File: src/tpsd_pkg.sv
// Shared types, constants and translation functions for the pattern stream decoder.
package tpsd_pkg;

    localparam int HighestNote = 120;
    localparam logic [6:0] KEY_OFF_CODE = 7'd121;
    localparam logic [0:0] CFG_PATTERN_COUNT = 1'b0;
    localparam logic [0:0] CFG_DISABLED_MASK = 1'b1;
    localparam int QUEUE_DEPTH = 4;
    localparam int QUEUE_AW = 2;

    localparam logic [7:0] CMD_SPEED_EXT = 8'h0e;
    localparam logic [7:0] CMD_SET_TEMPO = 8'h0f;
    localparam logic [7:0] CMD_NSLIDE_UP = 8'h14;
    localparam logic [7:0] CMD_NSLIDE_DN = 8'h15;
    localparam logic [7:0] CMD_HALVE = 8'h16;
    localparam logic [7:0] CMD_SAMPLE_OFS = 8'h18;
    localparam logic [7:0] CMD_DOUBLE = 8'h1f;
    localparam logic [7:0] CMD_EXTENDED = 8'h21;
    localparam logic [7:0] CMD_SET_VOL = 8'h0c;
    localparam logic [7:0] CMD_PAN = 8'h0a;
    localparam logic [4:0] CODE_SET_VOLUME = 5'd12;

    // Entry gathered by the front end, ready for translation
    typedef struct packed {
        logic [15:0] pattern_index;
        logic [15:0] row_index;
        logic [7:0]  mask;
        logic [7:0]  b0;
        logic [7:0]  b1;
        logic [7:0]  b2;
        logic [7:0]  b3;
        logic [7:0]  b4;
        logic [7:0]  b5;
    } entry_t;

    typedef struct packed {
        logic [15:0] pattern_index;
        logic [15:0] row_index;
        logic [4:0]  channel_index;
        logic [6:0]  note_code;
        logic [7:0]  instrument_number;
        logic [1:0]  volume_kind;
        logic [7:0]  volume_value;
        logic [4:0]  effect_code;
        logic [7:0]  effect_param;
        logic        effect_dropped;
    } cell_t;

    typedef enum logic [4:0] {
        PH_HDR0 = 5'b00001,
        PH_HDR1 = 5'b00010,
        PH_HDR2 = 5'b00100,
        PH_HDR3 = 5'b01000,
        PH_BODY = 5'b10000
    } phase_t;

    function automatic logic [4:0] dense_code(input logic [7:0] raw);
        logic [4:0] c;
        case (raw)
            8'h00: c = 5'd0;  8'h01: c = 5'd1;  8'h02: c = 5'd2;  8'h03: c = 5'd3;
            8'h04: c = 5'd4;  8'h05: c = 5'd5;  8'h06: c = 5'd6;  8'h07: c = 5'd7;
            8'h08: c = 5'd8;  8'h09: c = 5'd9;  8'h0a: c = 5'd10; 8'h0b: c = 5'd11;
            8'h0c: c = 5'd12; 8'h0d: c = 5'd13; 8'h0e: c = 5'd13; 8'h0f: c = 5'd14;
            8'h10: c = 5'd15; 8'h11: c = 5'd16; 8'h12: c = 5'd17; 8'h13: c = 5'd18;
            8'h14: c = 5'd17; 8'h15: c = 5'd18; 8'h16: c = 5'd19; 8'h17: c = 5'd0;
            8'h18: c = 5'd20; 8'h19: c = 5'd0;  8'h1a: c = 5'd21; 8'h1b: c = 5'd22;
            8'h1c: c = 5'd23; 8'h1d: c = 5'd24; 8'h1e: c = 5'd25; 8'h1f: c = 5'd26;
            8'h20: c = 5'd27; 8'h21: c = 5'd14;
            default: c = 5'd0;
        endcase
        return c;
    endfunction

    function automatic logic [2:0] payload_len(input logic [7:0] m);
        logic [2:0] n;
        n = m[5] ? 3'd2 : 3'd0;
        if (m[7] && m[6]) n = n + 3'd4;
        else if (m[7] || m[6]) n = n + 3'd2;
        return n;
    endfunction

endpackage

File: src/tpsd_front.sv
// Front end: walks the byte stream and gathers complete channel entries.
module tpsd_front
    import tpsd_pkg::*;
(
    input  logic        clk,
    input  logic        rst_n,
    input  logic        in_valid,
    input  logic [7:0]  data_byte,
    input  logic [15:0] pattern_count,
    input  logic [31:0] disabled_channel_mask,
    output logic        entry_valid,
    output entry_t      entry
);

    phase_t      phase_reg, phase_next;
    logic [15:0] rows_reg, rows_next;
    logic [15:0] row_reg, row_next;
    logic [15:0] pat_reg, pat_next;
    logic [7:0]  mask_reg, mask_next;
    logic [2:0]  held_cnt_reg, held_cnt_next;
    logic [7:0]  held_reg [0:5];
    logic        active;
    logic        emit;
    logic [7:0]  emit_mask;

    assign active = in_valid && (pat_reg < pattern_count);

    always_comb
    begin
        phase_next    = phase_reg;
        rows_next     = rows_reg;
        row_next      = row_reg;
        pat_next      = pat_reg;
        mask_next     = mask_reg;
        held_cnt_next = held_cnt_reg;
        emit          = 1'b0;
        emit_mask     = mask_reg;
        if (active)
        begin
            case (phase_reg)
                PH_HDR0: phase_next = PH_HDR1;
                PH_HDR1: phase_next = PH_HDR2;
                PH_HDR2:
                begin
                    rows_next  = {8'd0, data_byte};
                    phase_next = PH_HDR3;
                end
                PH_HDR3:
                begin
                    rows_next = {data_byte, rows_reg[7:0]};
                    row_next  = 16'd0;
                    if ({data_byte, rows_reg[7:0]} == 16'd0)
                    begin
                        pat_next   = pat_reg + 16'd1;
                        phase_next = PH_HDR0;
                    end
                    else
                    begin
                        phase_next    = PH_BODY;
                        held_cnt_next = 3'd0;
                    end
                end
                PH_BODY:
                begin
                    if (held_cnt_reg == 3'd0)
                    begin
                        if (data_byte == 8'd0)
                        begin
                            row_next = row_reg + 16'd1;
                            if ((row_reg + 16'd1) >= rows_reg)
                            begin
                                pat_next   = pat_reg + 16'd1;
                                row_next   = 16'd0;
                                phase_next = PH_HDR0;
                            end
                        end
                        else
                        begin
                            mask_next = data_byte;
                            emit_mask = data_byte;
                            if (payload_len(data_byte) == 3'd0) emit = 1'b1;
                            else held_cnt_next = 3'd1;
                        end
                    end
                    else if (held_cnt_reg >= payload_len(mask_reg))
                    begin
                        emit          = 1'b1;
                        held_cnt_next = 3'd0;
                    end
                    else
                    begin
                        held_cnt_next = held_cnt_reg + 3'd1;
                    end
                end
                default: phase_next = PH_HDR0;
            endcase
        end
    end

    // Hold each payload byte in its slot; slot is count minus one
    always_ff @(posedge clk)
    begin
        if (active && phase_reg == PH_BODY && held_cnt_reg != 3'd0)
            held_reg[held_cnt_reg - 3'd1] <= data_byte;
    end

    always_ff @(posedge clk or negedge rst_n)
    begin
        if (!rst_n)
        begin
            phase_reg    <= PH_HDR0;
            rows_reg     <= 16'd0;
            row_reg      <= 16'd0;
            pat_reg      <= 16'd0;
            mask_reg     <= 8'd0;
            held_cnt_reg <= 3'd0;
        end
        else
        begin
            phase_reg    <= phase_next;
            rows_reg     <= rows_next;
            row_reg      <= row_next;
            pat_reg      <= pat_next;
            mask_reg     <= mask_next;
            held_cnt_reg <= held_cnt_next;
        end
    end

    // Drop disabled channels here so they never take queue space
    always_comb
    begin
        entry_valid         = emit && !disabled_channel_mask[emit_mask[4:0]];
        entry.pattern_index = pat_reg;
        entry.row_index     = row_reg;
        entry.mask          = emit_mask;
        entry.b0            = held_reg[0];
        entry.b1            = held_reg[1];
        entry.b2            = held_reg[2];
        entry.b3            = held_reg[3];
        entry.b4            = held_reg[4];
        entry.b5            = held_reg[5];
        // The last payload byte is still on the input
        case (held_cnt_reg)
            3'd1: entry.b0 = data_byte;
            3'd2: entry.b1 = data_byte;
            3'd3: entry.b2 = data_byte;
            3'd4: entry.b3 = data_byte;
            3'd5: entry.b4 = data_byte;
            3'd6: entry.b5 = data_byte;
            default: ;
        endcase
    end

endmodule

File: src/tpsd_queue.sv
// Short entry queue between the front end and the translation stage.
module tpsd_queue
    import tpsd_pkg::*;
(
    input  logic   clk,
    input  logic   rst_n,
    input  logic   wr_en,
    input  entry_t wr_data,
    output logic   full,
    output logic   not_empty,
    input  logic   rd_en,
    output entry_t rd_data
);

    entry_t            mem_reg [0:QUEUE_DEPTH-1];
    logic [QUEUE_AW-1:0] wr_ptr_reg, rd_ptr_reg;
    logic [QUEUE_AW:0]   count_reg;

    assign full      = (count_reg == QUEUE_AW'(0) + (QUEUE_AW+1)'(QUEUE_DEPTH));
    assign not_empty = (count_reg != '0);
    assign rd_data   = mem_reg[rd_ptr_reg];

    always_ff @(posedge clk)
    begin
        if (wr_en) mem_reg[wr_ptr_reg] <= wr_data;
    end

    always_ff @(posedge clk or negedge rst_n)
    begin
        if (!rst_n)
        begin
            wr_ptr_reg <= '0;
            rd_ptr_reg <= '0;
            count_reg  <= '0;
        end
        else
        begin
            if (wr_en) wr_ptr_reg <= wr_ptr_reg + 1'b1;
            if (rd_en) rd_ptr_reg <= rd_ptr_reg + 1'b1;
            count_reg <= count_reg + (QUEUE_AW+1)'(wr_en) - (QUEUE_AW+1)'(rd_en);
        end
    end

`ifndef NO_ASSERTIONS
    a_no_overflow: assert property (@(posedge clk) disable iff (!rst_n)
        full |-> !wr_en || rd_en) else $error("queue overflow");
    a_no_underflow: assert property (@(posedge clk) disable iff (!rst_n)
        rd_en |-> not_empty) else $error("queue underflow");
    a_count_step: assert property (@(posedge clk) disable iff (!rst_n)
        (wr_en && !rd_en) |=> count_reg == $past(count_reg) + 1'b1)
        else $error("count did not advance");
`endif

endmodule

File: src/tpsd_back.sv
// Back end: translates an entry into a cell record and holds it for transfer.
module tpsd_back
    import tpsd_pkg::*;
(
    input  logic   clk,
    input  logic   rst_n,
    input  logic   entry_valid,
    input  entry_t entry,
    output logic   entry_take,
    output logic   cell_valid,
    output cell_t  rec,
    input  logic   cell_take
);

    cell_t      cell_reg;
    logic       valid_reg;
    cell_t      c;
    logic [7:0] b [0:5];
    logic [7:0] cmd, prm, p, c1, d1, c2, d2, nb, hi, nn;
    logic [7:0] v;
    logic [1:0] vk;
    logic [7:0] vv;
    logic [4:0] code;
    logic [7:0] raw;
    logic [15:0] pan;
    logic       lost, two, one;
    logic [2:0] off;

    assign entry_take = entry_valid && (!valid_reg || cell_take);

    always_comb
    begin
        b[0] = entry.b0; b[1] = entry.b1; b[2] = entry.b2;
        b[3] = entry.b3; b[4] = entry.b4; b[5] = entry.b5;
        off  = entry.mask[5] ? 3'd2 : 3'd0;
        nb   = entry.b0;
        v    = {4'd0, nb[7:4]} * 8'd12 + {4'd0, nb[3:0]} + 8'd13;
        two  = entry.mask[7] && entry.mask[6];
        one  = entry.mask[7] ^ entry.mask[6];
        c1 = b[off]; d1 = b[off + 3'd1];
        c2 = entry.mask[5] ? entry.b4 : entry.b2;
        d2 = entry.mask[5] ? entry.b5 : entry.b3;
        vk = 2'd0; vv = 8'd0; cmd = 8'd0; prm = 8'd0; lost = 1'b0;
        pan = 16'd0;
        if (two)
        begin
            if (c1 == CMD_SET_VOL)
            begin
                vk = 2'd1; vv = (d1 > 8'h40) ? 8'h40 : d1; cmd = c2; prm = d2;
            end
            else if (c2 == CMD_SET_VOL)
            begin
                vk = 2'd1; vv = (d2 > 8'h40) ? 8'h40 : d2; cmd = c1; prm = d1;
            end
            else if (c1 == CMD_PAN || c2 == CMD_PAN)
            begin
                // d*64/255 via reciprocal: with p = d*64, (p + (p >> 8) + 1) >> 8 matches for 8-bit d
                pan = (c1 == CMD_PAN) ? {8'd0, d1} : {8'd0, d2};
                pan = pan << 6;
                vk  = 2'd2;
                vv  = 8'((pan + (pan >> 8) + 16'd1) >> 8);
                if (c1 == CMD_PAN)
                begin
                    cmd = c2; prm = d2;
                end
                else
                begin
                    cmd = c1; prm = d1;
                end
            end
            else
            begin
                lost = 1'b1; cmd = c2; prm = d2;
            end
        end
        else if (one)
        begin
            cmd = c1; prm = d1;
        end
        raw = cmd;
        p   = prm;
        hi  = {4'd0, prm[7:4]};
        nn  = 8'd0;
        case (cmd)
            CMD_SPEED_EXT:
            begin
                if (prm == 8'h00) p = prm;
                else if (prm == 8'hf0) p = 8'hef;
                else if (prm == 8'h0f) p = 8'hfe;
                else if (prm[7:4] != 4'd0) p = prm | 8'h0f;
                else p = prm | 8'hf0;
            end
            CMD_SET_TEMPO: p = 8'h20 | hi;
            CMD_NSLIDE_UP, CMD_NSLIDE_DN:
                p = (hi != 8'd0) ? (8'hf0 | hi) : (prm | 8'he0);
            CMD_HALVE: p = prm >> 1;
            CMD_SAMPLE_OFS: if (prm == 8'd0) raw = 8'd0;
            CMD_DOUBLE: p = prm[7] ? 8'd255 : {prm[6:0], 1'b0};
            CMD_EXTENDED:
            begin
                case (prm[7:4])
                    4'h0, 4'hc, 4'hd: ;
                    4'h3: nn = 8'h20;
                    4'h5: nn = 8'h30;
                    4'h8: nn = 8'h40;
                    4'ha: nn = 8'hb0;
                    4'hb: nn = 8'he0;
                    4'he: p = 8'h77;
                    default: raw = 8'd0;
                endcase
                if (nn != 8'd0) p = nn | {4'd0, prm[3:0]};
            end
            default: ;
        endcase
        code = (cmd != 8'd0) ? dense_code(raw) : 5'd0;
        if (code == CODE_SET_VOLUME && vk == 2'd0)
        begin
            vk = 2'd1; vv = p; code = 5'd0;
        end
        if (code == 5'd0) p = 8'd0;
        if (vk == 2'd0) vv = 8'd0;

        c.pattern_index     = entry.pattern_index;
        c.row_index         = entry.row_index;
        c.channel_index     = entry.mask[4:0];
        c.note_code         = 7'd0;
        c.instrument_number = 8'd0;
        if (entry.mask[5])
        begin
            c.instrument_number = entry.b1;
            if (nb == 8'd160) c.note_code = KEY_OFF_CODE;
            else if (nb == 8'd255) c.note_code = 7'd0;
            else if (v > 8'(HighestNote)) c.note_code = 7'd0;
            else c.note_code = v[6:0];
        end
        c.volume_kind    = vk;
        c.volume_value   = vv;
        c.effect_code    = code;
        c.effect_param   = p;
        c.effect_dropped = lost;
    end

    always_ff @(posedge clk)
    begin
        if (entry_take) cell_reg <= c;
    end

    always_ff @(posedge clk or negedge rst_n)
    begin
        if (!rst_n) valid_reg <= 1'b0;
        else if (entry_take) valid_reg <= 1'b1;
        else if (cell_take) valid_reg <= 1'b0;
    end

    assign cell_valid = valid_reg;
    assign rec        = cell_reg;

endmodule

File: src/tracker_pattern_stream_decoder_unit.sv
// The entry that a byte completes is written into the queue; its cell is then registered in the back end.
// Throughput: one byte per cycle while full is low; one cell record per cycle while pop is held and entries wait.
// Input full rises when the four-entry queue between front and back is full.
// The front-end parser handles each input byte as it arrives; nothing iterates.
// Reset (rst_n low, asynchronous) clears parser, queue, output and registers.
// Top level: configuration registers, front-end parser, queue and back end.
module tracker_pattern_stream_decoder_unit
    import tpsd_pkg::*;
(
    input  logic        clk,
    input  logic        rst_n,
    input  logic        push,
    output logic        full,
    input  logic [7:0]  data_byte,
    output logic        empty,
    input  logic        pop,
    output logic [15:0] pattern_index,
    output logic [15:0] row_index,
    output logic [4:0]  channel_index,
    output logic [6:0]  note_code,
    output logic [7:0]  instrument_number,
    output logic [1:0]  volume_kind,
    output logic [7:0]  volume_value,
    output logic [4:0]  effect_code,
    output logic [7:0]  effect_param,
    output logic        effect_dropped,
    input  logic        cfg_we,
    input  logic [0:0]  cfg_index,
    input  logic [31:0] cfg_data
);

    logic [15:0] pattern_count_reg;
    logic [31:0] disabled_mask_reg;
    logic        in_valid, entry_valid, q_full, q_ne, q_take, cell_valid;
    entry_t      entry, q_entry;
    cell_t       rec;

    always_ff @(posedge clk or negedge rst_n)
    begin
        if (!rst_n)
        begin
            pattern_count_reg <= 16'd0;
            disabled_mask_reg <= 32'd0;
        end
        else if (cfg_we)
        begin
            case (cfg_index)
                CFG_PATTERN_COUNT: pattern_count_reg <= cfg_data[15:0];
                CFG_DISABLED_MASK: disabled_mask_reg <= cfg_data;
                default: ;
            endcase
        end
    end

    assign full     = q_full;
    assign in_valid = push && !q_full;

    tpsd_front u_front (
        .clk(clk), .rst_n(rst_n), .in_valid(in_valid), .data_byte(data_byte),
        .pattern_count(pattern_count_reg), .disabled_channel_mask(disabled_mask_reg),
        .entry_valid(entry_valid), .entry(entry)
    );

    tpsd_queue u_queue (
        .clk(clk), .rst_n(rst_n), .wr_en(entry_valid), .wr_data(entry),
        .full(q_full), .not_empty(q_ne), .rd_en(q_take), .rd_data(q_entry)
    );

    tpsd_back u_back (
        .clk(clk), .rst_n(rst_n), .entry_valid(q_ne), .entry(q_entry),
        .entry_take(q_take), .cell_valid(cell_valid), .rec(rec),
        .cell_take(pop && cell_valid)
    );

    assign empty             = !cell_valid;
    assign pattern_index     = rec.pattern_index;
    assign row_index         = rec.row_index;
    assign channel_index     = rec.channel_index;
    assign note_code         = rec.note_code;
    assign instrument_number = rec.instrument_number;
    assign volume_kind       = rec.volume_kind;
    assign volume_value      = rec.volume_value;
    assign effect_code       = rec.effect_code;
    assign effect_param      = rec.effect_param;
    assign effect_dropped    = rec.effect_dropped;

endmodule

File: config.mk
export PLATFORM = sky130hd
export DESIGN_NAME = tracker_pattern_stream_decoder_unit
export DESIGN_NICKNAME = d
export VERILOG_FILES = /design/src/tpsd_pkg.sv /design/src/tpsd_front.sv /design/src/tpsd_queue.sv /design/src/tpsd_back.sv /design/src/tracker_pattern_stream_decoder_unit.sv
export SDC_FILE = /design/constraint.sdc
export NUM_CORES = 1
export LEC_CHECK = 0
export BUFFER_PORTS_ARGS = -buffer_cell sky130_fd_sc_hd__buf_4
export CELL_PAD_IN_SITES_DETAIL_PLACEMENT = 1
export CELL_PAD_IN_SITES_GLOBAL_PLACEMENT = 1
export CORE_ASPECT_RATIO = 0.8
export CORE_MARGIN = 2
export CORE_UTILIZATION = 39
export DETAILED_ROUTE_END_ITERATION = 6
export PLACE_DENSITY_LB_ADDON = 0.12
export SLEW_MARGIN = 25
export SYNTH_ARGS = -nofsm -noshare
export SYNTH_HDL_FRONTEND = slang
export SYNTH_SLANG_ARGS = --single-unit
File: constraint.sdc
create_clock -name clk -period 7 [get_ports clk]
set_clock_uncertainty 0.05 [all_clocks]
set_input_delay 0.7 -clock clk [delete_from_list [all_inputs] [get_ports clk]]
set_output_delay 0.7 -clock clk [all_outputs]
set_load 0.01 [all_outputs]
## Word-level counts from Yosys, hierarchy flattened

Memories as Yosys holds them, arrays and structs flattened.
Index checks and enable logic that the tools add are counted.

| storage, ports and cells | value |
|---|---|
| bits in registers | 196 |
| RAM bits | 400 |
| bits in read-only memories | 320 |
| input bits | 46 |
| output and inout bits | 78 |
| memories kept | 3 |

| operators by class | value |
|---|---|
| add/subtract/negate cells | 17 |
| multiply operators | 1 |
| magnitude comparators | 9 |
| equality and inequality tests | 44 |
| muxes and demuxes | 113 |
| bitwise gates (word level) | 8 |
| reduce and logical (&&, ||, !) cells | 48 |

Memory list:

| memory | depth | bits a word | rd ports | clocked after memory_dff | wr ports | line | text |
|---|---|---|---|---|---|---|---|
| u_queue.mem_reg | 4 | 88 | 1 | 0 | 1 | tpsd_queue.sv:15 | `entry_t mem_reg [0:QUEUE_DEPTH-1];` |
| (name not given) | 64 | 5 | 1 | 0 | 0 | tpsd_pkg.sv:59 | `case (raw)` |
| u_front.held_reg | 6 | 8 | 6 | 0 | 1 | tpsd_front.sv:21 | `logic [7:0] held_reg [0:5];` |

Operator list:

| cell | count |
|---|---|
| $mux W8 | 46 |
| $mux W16 | 7 |
| $pmux W16 S2 | 3 |
| $eq A8 B4 Y1 const B | 7 |
| $add A16 B1 Y16 const B | 3 |
| $bmux W8 S3 | 2 |
| $mux W3 | 16 |
| $pmux W8 S6 | 1 |
| $eq A8 B5 Y1 const B | 5 |
| $mux W5 | 8 |
| $pmux W8 S5 | 1 |
| $pmux W5 S5 | 1 |
| $eq A4 B4 Y1 const B | 6 |
| $eq A8 B8 Y1 const B | 3 |
| $gt A8 B7 Y1 const B | 3 |
| $mux W7 | 3 |
| $add A16 B8 Y16 | 1 |
| $ge A16 B16 Y1 | 1 |
| $logic_not A16 Y1 | 1 |
| $logic_not A8 Y1 | 2 |
| $lt A16 B16 Y1 | 1 |
| $mux W2 | 8 |
| $pmux W8 S2 | 1 |
| $reduce_bool A8 Y1 | 2 |
| other kinds (53) | 108 |

## Longest topological paths before layout

Gate-level depths: netlist of the first run.
An unclocked memory read counts as a cell.

| logic depth | value |
|---|---|
| depth in word-level cells | 23 |
| mapped depth | 31 |

## Hierarchy

From an unflattened synthesis of the first run, not the netlist that was laid out.

| unflattened totals | value |
|---|---|
| cell total of the unflattened synthesis | 1911 |
| area total of the unflattened synthesis | 27730.3 um^2 |

Modules (own cells, without submodules):

| module | times used | cells an instance | area an instance (um^2) | sequential area each (um^2) |
|---|---|---|---|---|
| tpsd_queue | 1 | 494 | 13185.1 | 10745.3 |
| tpsd_front | 1 | 656 | 6631.4 | 3044.2 |
| tpsd_back | 1 | 654 | 5980.7 | 2307.2 |
| tracker_pattern_stream_decoder_unit | 1 | 107 | 1933.1 | 1201.2 |

## Least setup slack after synthesis of the first run

No wires, ideal clock.

| path | value |
|---|---|
| path kind | reg2reg |
| from | reg u_queue.rd_ptr_reg[0] |
| to | reg u_back.cell_reg, in the netlist u_back.rec[5], data pin |
| arrival time | 6.576 ns |
| data required time | 6.684 ns |
| slack | 0.108 ns |
| cell stages (with the launch flop) | 30 |
| clock period less this slack | 6.892 ns |
| cell sequence | dfrtp_1 buf_6 buf_4 buf_2 clkbuf_1 buf_1 mux4_2 ha_1 nor2b_1 clkbuf_1 a221oi_1 a211o_1 buf_4 nand2_1 nor4_2 buf_2 a31oi_1 inv_1 ha_1 inv_1 a221o_1 a211oi_2 a21oi_1 a311o_1 a21boi_2 mux2i_1 o22ai_1 and2_1 buf_6 nor2_2 |

| on the way | value |
|---|---|
| cells in the longest elaborated chain, start to end | 23 |
| elaborated cells between the ends (all ways) | 85 |

Ends and longest elaborated chain:

| what | line | text |
|---|---|---|
| start: declaration | tpsd_queue.sv:16 | `logic [QUEUE_AW-1:0] wr_ptr_reg, rd_ptr_reg;` |
| start signal: assignment | tpsd_queue.sv:39 | `if (rd_en) rd_ptr_reg <= rd_ptr_reg + 1'b1;` |
| $mem_v2 Z4 W88 * | n/a |  |
| $mux W2 | tpsd_back.sv:35 | `off = entry.mask[5] ? 3'd2 : 3'd0;` |
| $add A3 B1 Y3 / $not A3 Y4 (equally long branches) | tpsd_back.sv:40 | `c1 = b[off]; d1 = b[off + 3'd1];` |
| $not A3 Y4 (not written as such) / $bmux W8 S3 (equally long branches) | tpsd_back.sv:40 |  |
| $bmux W8 S3 / $mux W8 (equally long branches) | tpsd_back.sv:40 |  |
| $mux W8 (not written as such) | tpsd_back.sv:40 |  |
| $mux W8 (not written as such) / $eq A8 B4 Y1 (equally long branches) | tpsd_back.sv:40, tpsd_back.sv:55, tpsd_back.sv:62 |  |
| $mux W8 / $logic_or A1 B1 Y1 (equally long branches) | tpsd_back.sv:62, tpsd_back.sv:55 |  |
| [... 7 more ...] | n/a |  |
| $pmux W8 S2 | tpsd_back.sv:84 | `case (cmd)` |
| $mem_v2 Z64 W5 / $logic_not A2 Y1 (equally long branches) | n/a |  |
| $mux W5 | tpsd_pkg.sv:59 |  |
| $mux W5 | tpsd_back.sv:115 | `code = (cmd != 8'd0) ? dense_code(raw) : 5'd0;` |
| $eq A5 B4 Y1 | tpsd_back.sv:116 | `if (code == CODE_SET_VOLUME && vk == 2'd0)` |
| $logic_and A1 B1 Y1 | tpsd_back.sv:116 |  |
| $mux W5 | tpsd_back.sv:116 |  |
| $logic_not A5 Y1 | tpsd_back.sv:120 | `if (code == 5'd0) p = 8'd0;` |
| end signal: assignment | tpsd_back.sv:145 | `if (entry_take) cell_reg <= c;` |
| end: declaration | tpsd_back.sv:15 | `cell_t cell_reg;` |

Every way passes the cells marked *; elsewhere a longest branch is shown, timed or not. The select of a mux whose other input is x is not followed.
A chain may end at the register's enable or synchronous reset.

## Worst setup path after layout of the first run

| path | value |
|---|---|
| from | reg u_queue.rd_ptr_reg[0] |
| to | reg u_back.cell_reg, in the netlist u_back.rec[3], data pin |

The elaborated chain is that of the path after synthesis.

==> flow_summary.json, run 1 <==
{
  "h-tree-depth": 2,
  "cts-buffers-inserted": 60,
  "finalCritPeriodShare": 0.8883,
  "grt_setup_unrepaired": "false",
  "tightest_slew_ps": 1057,
  "fill_cells": 6733,
  "dieArea_um2": 70680,
  "fin_cells": 2935,
  "drive_gt1_frac": 0.2415,
  "cts_tree": "built",
  "cp_num_buf_inv": 3,
  "dr.pass1.iters": 5,
  "period_needed_ps": 6218,
  "grt_max_degree": 78,
  "synth_cells": 1815,
  "synthTopCellsByArea": "edfxtp_1 (53%), dfrtp_1 (11%), mux4_2 (7.4%), mux2_2 (4.1%), ha_1 (3.1%)",
  "post-route-util": 0.4568,
  "cp.arrival_ps": 6520,
  "ff2ff_path_depth": 22,
  "syn_avg_cell_area_um2": 14.73,
  "cp_max_fo": 13,
  "largest_reg_flops": 352,
  "maxCapViolCount": 0,
  "place.gp.congestion": 0.8698,
  "hold_viol": 0,
  "worstSetupEndpointType": "flip-flop",
  "worst_ep_required_time_ps": 7300,
  "drv_slew": 0,
  "crit_cells": 22,
  "synth_edf_count": 476,
  "route.final.wire_length_um": 67630,
  "drc": 0,
  "ant_nets": 0,
  "avgViaCountPerCell": 5.468,
  "grt_usage": 0.1919,
  "die_y_um": 238.2,
  "async_reset_ff_frac": 0.2013,
  "synth_flop_cell": "edfxtp_1",
  "cp_slowest_cell": "dfrtp_4",
  "ys_seq_elements": 596,
  "die_w_um": 296.7,
  "root_buffer": "clkbuf_16",
  "p_leak_nw": 11.56,
  "irDropWorstVdd_v": 0.0002088,
  "netlist.area_leader.share": 0.5346,
  "cp_cell_sequence": "buf_4 > mux4_2 > nor3_1 > nand4_2 > a211oi_4 > o31ai_4 > mux2i_1 > nor3_1 > a21oi_1 > a31oi_1 > inv_1 > ha_1 > inv_1 > a221o_1 > a211oi_2 > a21oi_1 > a311o_1 > a21boi_2 > mux2i_1 > o22ai_1 > and2_2 > nor2_2",
  "clk_pin_slew_ps": 60,
  "critPathTopFamily": "compound AO/OA/AOI/OAI gates",
  "finalSetupViolCount": 0,
  "synth_area_um2": 26740,
  "clockBufferDepth": 3,
  "timing.rr.start": "u_queue.rd_ptr_reg[0]$_DFFE_PN0P_",
  "dp_hpwl_um": 45430,
  "clk_latency_ps": 630,
  "cts_sinks": 596,
  "drt_iter0_markers": 1020,
  "port_buffers": 123,
  "synth.most_common_cell": "edfxtp_1",
  "vias": 16050,
  "start_util": 0.3959,
  "syn2layout_area_growth_pct": 15.39,
  "synth_nets": 1931,
  "hold_path_class": "in -> async",
  "ys_types": 92,
  "nNetsFinal": 2086,
  "rows": 85,
  "power.density_nw_per_um2": 404.5,
  "max_stage_delay_ps": 620,
  "yosysTopAreaCell": "edfxtp_1",
  "critical_path_class": "reg -> reg",
  "synthTopCellsByCount": "edfxtp_1 (476), nand2_1 (142), dfrtp_1 (119), nor2_1 (110), mux2_2 (97)",
  "ys_seq_area_frac": 0.6470,
  "core-area_um2": 67530,
  "detail_route.wl_per_cell_um": 23.04,
  "status": "complete, no violations",
  "startpoint_type": "flip-flop",
  "ys_warn_count": 0,
  "grt_pass1_wl_um": 104700,
  "antenna_found_initial": 2,
  "io_pins": 124,
  "dp_cells": 2820,
  "grt-ovfl-total": 0,
  "grt_pass1_vias": 16950,
  "slew_headroom": 0.2895,
  "tns_ps": 0,
  "fmax_ghz": 0.1608,
  "startpoint": "u_queue.rd_ptr_reg[0]$_DFFE_PN0P_"
}
==> where the power goes <==
part | internal, mW | leakage [nW] | total [mW] | switching, mW
Combinational | 1.93 | 4.60 | 4.84 | 2.91
Clock | 1.79 | 0.937 | 3.18 | 1.39
Sequential | 4.25 | 6.02 | 4.46 | 0.210
Total | 7.97 | 11.6 | 12.5 | 4.51
==> stage by stage <==
stage	setup WS, ps	hold slack [ps]	total power, mW	instance area [um^2]
2_1_floorplan	107.9	354.4	7.818	26740
3_3_place_gp	734.9	437.1	9.316	28870
3_5_place_dp	609.5	441.6	9.383	28880
4_1_cts	572.1	34.65	12.61	30810
5_1_grt	141.0	66.85	13.21	30850
6_report	781.8	49.15	12.48	30850
==> path summary, 6_finish.rpt <==
| path | endpoint | slack, ps |
|---|---|---|
| setup reg to reg | u_back.rec[3]$_SDFFCE_PN0P_ | 780 |
| max in group asynchronous | u_queue.rd_ptr_reg[0]$_DFFE_PN0P_ | 5650 |
| hold / removal | u_front.pat_reg[1]$_DFFE_PN0P_ | 50 |
| setup / recovery | u_back.rec[3]$_SDFFCE_PN0P_ | 780 |
| min in group clk | u_back.cell_valid$_DFFE_PN0P_ | 210 |
| hold reg to reg | disabled_mask_reg[15]$_DFFE_PN0P_ | 450 |
==> kinds of logic (layout without fill, tap and decap cells) <==
| group | count (synthesis) | count (layout) | synth area share |
|---|---|---|---|
| compound gates | 303 | 303 | 0.07666 |
| xor+xnor | 43 | 43 | 0.01409 |
| fa+ha+maj | 70 | 70 | 0.03388 |
| buf+inv | 151 | 357 | 0.02382 |
| flops | 596 | 596 | 0.6470 |
| mux | 214 | 214 | 0.1259 |
| other cells | 0 | 1 | 0 |
| simple gates | 438 | 438 | 0.07862 |
==> what timing repair did <==
| action | 4_1_cts | 5_1_grt |
|---|---|---|
| resized for setup | 0 | 1 |
| setup endpoints to repair | 0 | 5 |
| setup buffers | 0 | 0 |
| hold buffers | 0 | 0 |
==> area by class of cell <==
| class | count | area [um^2] | share of cell area |
|---|---|---|---|
| flip-flops and latches | 596 | 17310 | 0.5609 |
| multi-input cells | 1068 | 8850 | 0.2869 |
| clock buffers | 72 | 1578 | 0.05114 |
| repair buffers | 165 | 1325 | 0.04295 |
| well taps | 913 | 1142 | 0.03703 |
| clock inverters | 41 | 351.6 | 0.01140 |
| inverters | 79 | 296.5 | 0.009612 |
| diodes | 1 | 2.502 | 0.00008111 |
==> layer usage <==
layer,wire length [um],GRT usage,up-vias
met5,0,0,-
met4,1108,0.03999,0
met3,3305,0.03123,69
met2,30320,0.2935,340
met1,32900,0.2888,8376
li1,-,-,7263
==> placed cells by master (no fill, tap or decap), drive strengths merged, types with 6 or more instances in the layout <==
| cell | Yosys | routed |
|---|---|---|
| clkinv | 1 | 28 |
| a21boi | 6 | 6 |
| o21ai | 94 | 94 |
| ha | 66 | 66 |
| a21oi | 52 | 52 |
| nor4 | 13 | 13 |
| nor2b | 8 | 8 |
| a22o | 18 | 18 |
| mux2i | 27 | 27 |
| a31oi | 17 | 17 |
| nand2 | 142 | 142 |
| nor2 | 119 | 119 |
| dfrtp | 119 | 119 |
| mux2 | 99 | 99 |
| nand3b | 6 | 6 |
| and2 | 22 | 22 |
| o31ai | 7 | 7 |
| nand3 | 39 | 39 |
| a211oi | 11 | 11 |
| xnor2 | 23 | 23 |
| inv | 78 | 82 |
| clkbuf | 38 | 72 |
| o22ai | 12 | 12 |
| a21o | 20 | 20 |
| a22oi | 13 | 13 |
| nor3 | 21 | 21 |
| o211ai | 7 | 7 |
| nand2b | 17 | 17 |
| edfxtp | 476 | 476 |
| xor2 | 20 | 20 |
| mux4 | 88 | 88 |
| nand4 | 12 | 12 |
| and3 | 20 | 20 |
| buf | 34 | 165 |
Note: power is estimated with default switching activity, not from simulation.
==> run 2: changes to the inputs <==
--- a/config.mk
+++ b/config.mk
@@ -12,6 +12,7 @@
 export CORE_MARGIN = 2
 export CORE_UTILIZATION = 39
 export DETAILED_ROUTE_END_ITERATION = 6
+export MAX_ROUTING_LAYER = met4
 export PLACE_DENSITY_LB_ADDON = 0.12
 export SLEW_MARGIN = 25
 export SYNTH_ARGS = -nofsm -noshare
==> flow_summary.json, run 2 (synthesis gave the netlist of run 1 again) <==
{
  "use_met2": 0.3015,
  "startpoint": "u_queue.rd_ptr_reg[0]$_DFFE_PN0P_",
  "vias": 16060,
  "clockBufferDepth": 3,
  "final_cell_mix": "edfxtp_1 (476), buf_4 (162), nand2_1 (142)",
  "drive_gt1_frac": 0.2422,
  "status": "complete, no violations",
  "dp_hpwl_um": 46000,
  "clk_latency_ps": 600,
  "period_needed_ps": 6471,
  "cp_num_buf_inv": 2,
  "fill_cells": 6695,
  "drc": 0,
  "cts_hold_buffers": 0,
  "critPathTopFamily": "compound AO/OA/AOI/OAI gates",
  "rows": 85,
  "fmax_ghz": 0.1545,
  "root_buffer": "clkbuf_16",
  "grt_max_degree": 66,
  "dp_cells": 2823,
  "worst_ep_required_time_ps": 7270,
  "avgViaCountPerCell": 5.453,
  "finalCritPeriodShare": 0.9244,
  "nNetsFinal": 2094,
  "crit_end": "u_back.rec[3]$_SDFFCE_PN0P_",
  "mostFrequentLayoutCell": "edfxtp_1",
  "worstSetupEndpointType": "flip-flop",
  "tightest_slew_ps": 1015,
  "dr.pass1.iters": 5,
  "cp_max_fo": 16,
  "grt_usage": 0.2007,
  "die_y_um": 238.2,
  "setup_ws_ps": 529.5,
  "start_util": 0.3959,
  "largest_reg_flops": 352,
  "ctsResizeCount": 0,
  "tns_ps": 0,
  "pre_cts_ws_ps": 542.3,
  "dieArea_um2": 70680,
  "drt_iter0_markers": 1053,
  "max_stage_delay_ps": 660,
  "grt_use_met3": 0.03278,
  "hold_viol": 0,
  "detail_route.wl_per_cell_um": 23.17,
  "timing.rr.start": "u_queue.rd_ptr_reg[0]$_DFFE_PN0P_",
  "clk_pin_slew_ps": 60,
  "core-area_um2": 67530,
  "port_buffers": 123,
  "post_cts_buffers": 0,
  "power.density_nw_per_um2": 409.1,
  "drv_slew": 0,
  "grt_setup_unrepaired": "false",
  "antenna_found_initial": 1,
  "placed_area_um2": 28900,
  "crit_cells": 21,
  "rrSetupSlack_ps": 530,
  "io_pins": 124,
  "slew_headroom": 0.3220,
  "cp.arrival_ps": 6740,
  "grt_pass1_vias": 17020,
  "startpoint_type": "flip-flop",
  "grtUsageMet1": 0.2881,
  "finalSetupViolCount": 0,
  "cts-buffers-inserted": 66,
  "h-tree-depth": 3,
  "cp_cell_sequence": "mux4_2 > nor3_1 > nand4_2 > a211oi_4 > or3_4 > o21a_1 > nor3_1 > a21oi_1 > a31oi_1 > inv_1 > ha_1 > inv_1 > a221o_1 > a211oi_2 > a21oi_1 > a311o_1 > a21boi_2 > mux2i_1 > o22ai_1 > and2_1 > nor2_2",
  "finalPower_mw": 12.69,
  "irDropWorstVdd_v": 0.0002107,
  "maxCapViolCount": 0,
  "critical_path_class": "reg -> reg",
  "fin_area_um2": 31010,
  "ff2ff_path_depth": 21,
  "cts_tree": "built",
  "place.gp.congestion": 0.8526,
  "top_usage_layer": "met2",
  "route.final.wire_length_um": 68230,
  "p_leak_nw": 11.65,
  "cp_slowest_cell": "mux4_2",
  "ant_nets": 0,
  "fin_cells": 2945,
  "syn2layout_area_growth_pct": 15.98,
  "cts_sinks": 596,
  "grt_pass1_wl_um": 105600,
  "timing.rr.end": "u_back.rec[3]$_SDFFCE_PN0P_",
  "die_w_um": 296.7,
  "hold_path_class": "in -> async",
  "grt-ovfl-total": 0
}
[run 2: cell types whose count changed in the layout (fill, tap and decap cells not counted), sizes merged]
cell      delta
clkbuf      +14
clkinvlp     -3
buf          +2
bufinv       -1
clkinv       -3
inv          +1
[run 2: through the flow]
stage | utilization | hold WS, ps
floorplan | - | 354.4
global placement | 0.4279 | 437.2
detailed placement | 0.4279 | 441.6
CTS | 0.4590 | 19.17
global route | 0.4591 | 50.19
finish | 0.4591 | 39.26
[run 2: worst min-delay path by stage]
stage	slack (ps)	depth (start not counted)	endpoint
3_3_place_gp	440	1	disabled_mask_reg[21]$_DFFE_PN0P_
2_1_floorplan	350	0	disabled_mask_reg[0]$_DFFE_PN0P_
5_1_grt	50	1	u_front.pat_reg[2]$_DFFE_PN0P_
3_5_place_dp	440	1	u_front.rows_reg[13]$_DFFE_PN0P_
6_report	40	1	u_front.pat_reg[1]$_DFFE_PN0P_
4_1_cts	20	1	disabled_mask_reg[23]$_DFFE_PN0P_
[run 2: final cells by class]
| type | count | area (um^2) | area share |
|---|---|---|---|
| inverter | 79 | 296.5 | 0.009563 |
| timing repair buffer | 167 | 1316 | 0.04245 |
| sequential | 596 | 17310 | 0.5581 |
| multi-input combinational | 1068 | 8842 | 0.2852 |
| antenna | 1 | 2.502 | 0.00008070 |
| clock buffer | 86 | 1787 | 0.05762 |
| clock inverter | 35 | 315.3 | 0.01017 |
| tap | 913 | 1142 | 0.03684 |
[run 2: metal layers]
metal	vias to the layer above	wire length (um)
li1	7279	-
met1	8392	33410
met2	293	31090
met3	95	2442
met4	0	1279
met5	-	0
[run 2: power by group]
part,switching (mW),internal [mW],total (mW)
Sequential,0.211,4.25,4.46
Clock,1.42,1.96,3.38
Combinational,2.93,1.91,4.84
==> run 3: changes to the inputs <==
--- a/config.mk
+++ b/config.mk
@@ -6,8 +6,6 @@
 export NUM_CORES = 1
 export LEC_CHECK = 0
 export BUFFER_PORTS_ARGS = -buffer_cell sky130_fd_sc_hd__buf_4
-export CELL_PAD_IN_SITES_DETAIL_PLACEMENT = 1
-export CELL_PAD_IN_SITES_GLOBAL_PLACEMENT = 1
 export CORE_ASPECT_RATIO = 0.8
 export CORE_MARGIN = 2
 export CORE_UTILIZATION = 39
==> flow_summary.json, run 3 (synthesis gave the netlist of run 1 again) <==
{
  "dr.pass1.iters": 5,
  "clk_pin_slew_ps": 60,
  "grt_pass1_vias": 15950,
  "power.internal_mw": 8.113,
  "cts-buffers-inserted": 60,
  "vias": 15820,
  "die_y_um": 238.2,
  "fin_area_um2": 30930,
  "cts_tree": "built",
  "root_buffer": "clkbuf_16",
  "grt_usage": 0.1863,
  "place.gp.congestion": 0.8550,
  "drt_iter0_markers": 1392,
  "switching_share": 0.3508,
  "largest_reg_flops": 352,
  "cts_sinks": 596,
  "status": "complete, no violations",
  "hold_viol": 0,
  "dieArea_um2": 70680,
  "maxCapViolCount": 0,
  "p_leak_nw": 11.62,
  "worst_ep_required_time_ps": 7290,
  "post_cts_buffers": 0,
  "period_needed_ps": 6452,
  "cts_hold_buffers": 0,
  "final_cell_mix": "edfxtp_1 (476), buf_4 (163), nand2_1 (142)",
  "cp_max_fo": 22,
  "seqPwrFrac": 0.356,
  "critical_path_class": "reg -> reg",
  "p_clk_frac": 0.266,
  "tns_ps": 0,
  "core-area_um2": 67530,
  "irDropWorstVdd_v": 0.0001873,
  "syn2layout_area_growth_pct": 15.68,
  "grt_pass1_wl_um": 98470,
  "io_pins": 124,
  "p_comb_frac": 0.378,
  "grt-ovfl-total": 0,
  "fill_cells": 5920,
  "setup_ws_ps": 548.3,
  "ant_nets": 0,
  "placed_area_um2": 28880,
  "fmax_ghz": 0.1550,
  "ctsResizeCount": 0,
  "drc": 0,
  "clk_latency_ps": 620,
  "h-tree-depth": 2,
  "finalPower_mw": 12.50,
  "startpoint_type": "flip-flop",
  "finalCritPeriodShare": 0.9217,
  "mostFrequentLayoutCell": "edfxtp_1",
  "nNetsFinal": 2088,
  "rows": 85,
  "finalSetupViolCount": 0,
  "power.density_nw_per_um2": 404.1,
  "die_w_um": 296.7,
  "avgViaCountPerCell": 5.387,
  "tightest_slew_ps": 962.7,
  "grt_setup_unrepaired": "false",
  "port_buffers": 123,
  "clockBufferDepth": 3,
  "dp_hpwl_um": 43040,
  "num_antenna_cells": 0,
  "drv_slew": 0,
  "grt_max_degree": 62,
  "route.final.wire_length_um": 64020,
  "cp.arrival_ps": 6740,
  "pre_cts_ws_ps": 519.0,
  "worstSetupEndpointType": "flip-flop",
  "drive_gt1_frac": 0.2411,
  "slew_headroom": 0.3547,
  "antenna_found_initial": 0,
  "hold_path_class": "in -> async",
  "detail_route.wl_per_cell_um": 21.80,
  "p_switching_mw": 4.384,
  "start_util": 0.3959
}
[run 3: cell count changes in the layout (fill, tap and decap cells not counted), sizes merged]
cell	before	now
clkbuf	86	78
inv	83	81
clkinv	25	23
bufinv	4	9
diode	1	0
[run 3: area by class of cell]
class	instances	area, um^2	area share
flip-flops and latches	596	17310	0.5595
multi-input cells	1068	8837	0.2857
clock buffers	78	1630	0.05271
repair buffers	167	1304	0.04216
well taps	913	1142	0.03694
clock inverters	36	411.6	0.01331
inverters	79	296.5	0.009588
[run 3: power groups by stage]
stage | Combinational [mW] | Sequential [mW] | Clock, mW
CTS | 4.74 | 4.46 | 3.42
global route | 5.18 | 4.49 | 3.56
floorplan | 3.28 | 4.54 | 0
finish | 4.72 | 4.45 | 3.33
detailed placement | 4.72 | 4.53 | 0
global placement | 4.70 | 4.52 | 0
[run 3: routing by layer]
layer	vias to the layer above	GRT usage	routed length [um]
met5	-	-	0
met4	0	0.03907	929
li1	7271	-	-
met2	381	0.2775	28910
met1	8102	0.2740	31310
met3	67	0.02467	2871
[run 3: critical path, cell delays in order, from the launching register on]
cell and delay, ps:
dfrtp_4 640, mux4_2 800, nor3_1 360, nand4_2 280, a211oi_4 520, or3_4 310
o21a_1 380, nor3_1 80, a21oi_1 260, a31oi_1 210, inv_1 120, ha_1 170
inv_1 60, a221o_1 300, a211oi_2 230, a21oi_1 100, a311o_1 300, a21boi_2 220
mux2i_1 100, o22ai_1 120, and2_1 490, nor2_2 60
[run 3: worst paths after layout]
path	from	endpoint	cells after the start	slack, ps
worst max-delay path	u_queue.rd_ptr_reg[0]$_DFFE_PN0P_	u_back.rec[7]$_SDFFCE_PN0P_	21	550
worst min-delay path	rst_n	u_front.pat_reg[1]$_DFFE_PN0P_	1	130
worst max register to register	u_queue.rd_ptr_reg[0]$_DFFE_PN0P_	u_back.rec[7]$_SDFFCE_PN0P_	21	550
worst min register to register	disabled_mask_reg[0]$_DFFE_PN0P_	disabled_mask_reg[0]$_DFFE_PN0P_	1	450
max in group asynchronous	rst_n	u_queue.rd_ptr_reg[1]$_DFFE_PN0P_	2	5350
min in group clk	pop	u_back.cell_valid$_DFFE_PN0P_	2	220
[run 3: per-stage QoR]
step	hold WS (ps)	utilization	std cells
2_1_floorplan	354.4	-	1815
3_3_place_gp	435.7	0.4276	2823
3_5_place_dp	436.2	0.4276	2823
4_1_cts	133.9	0.4578	2937
5_1_grt	177.5	0.4580	2937
6_report	132.3	0.4580	2937
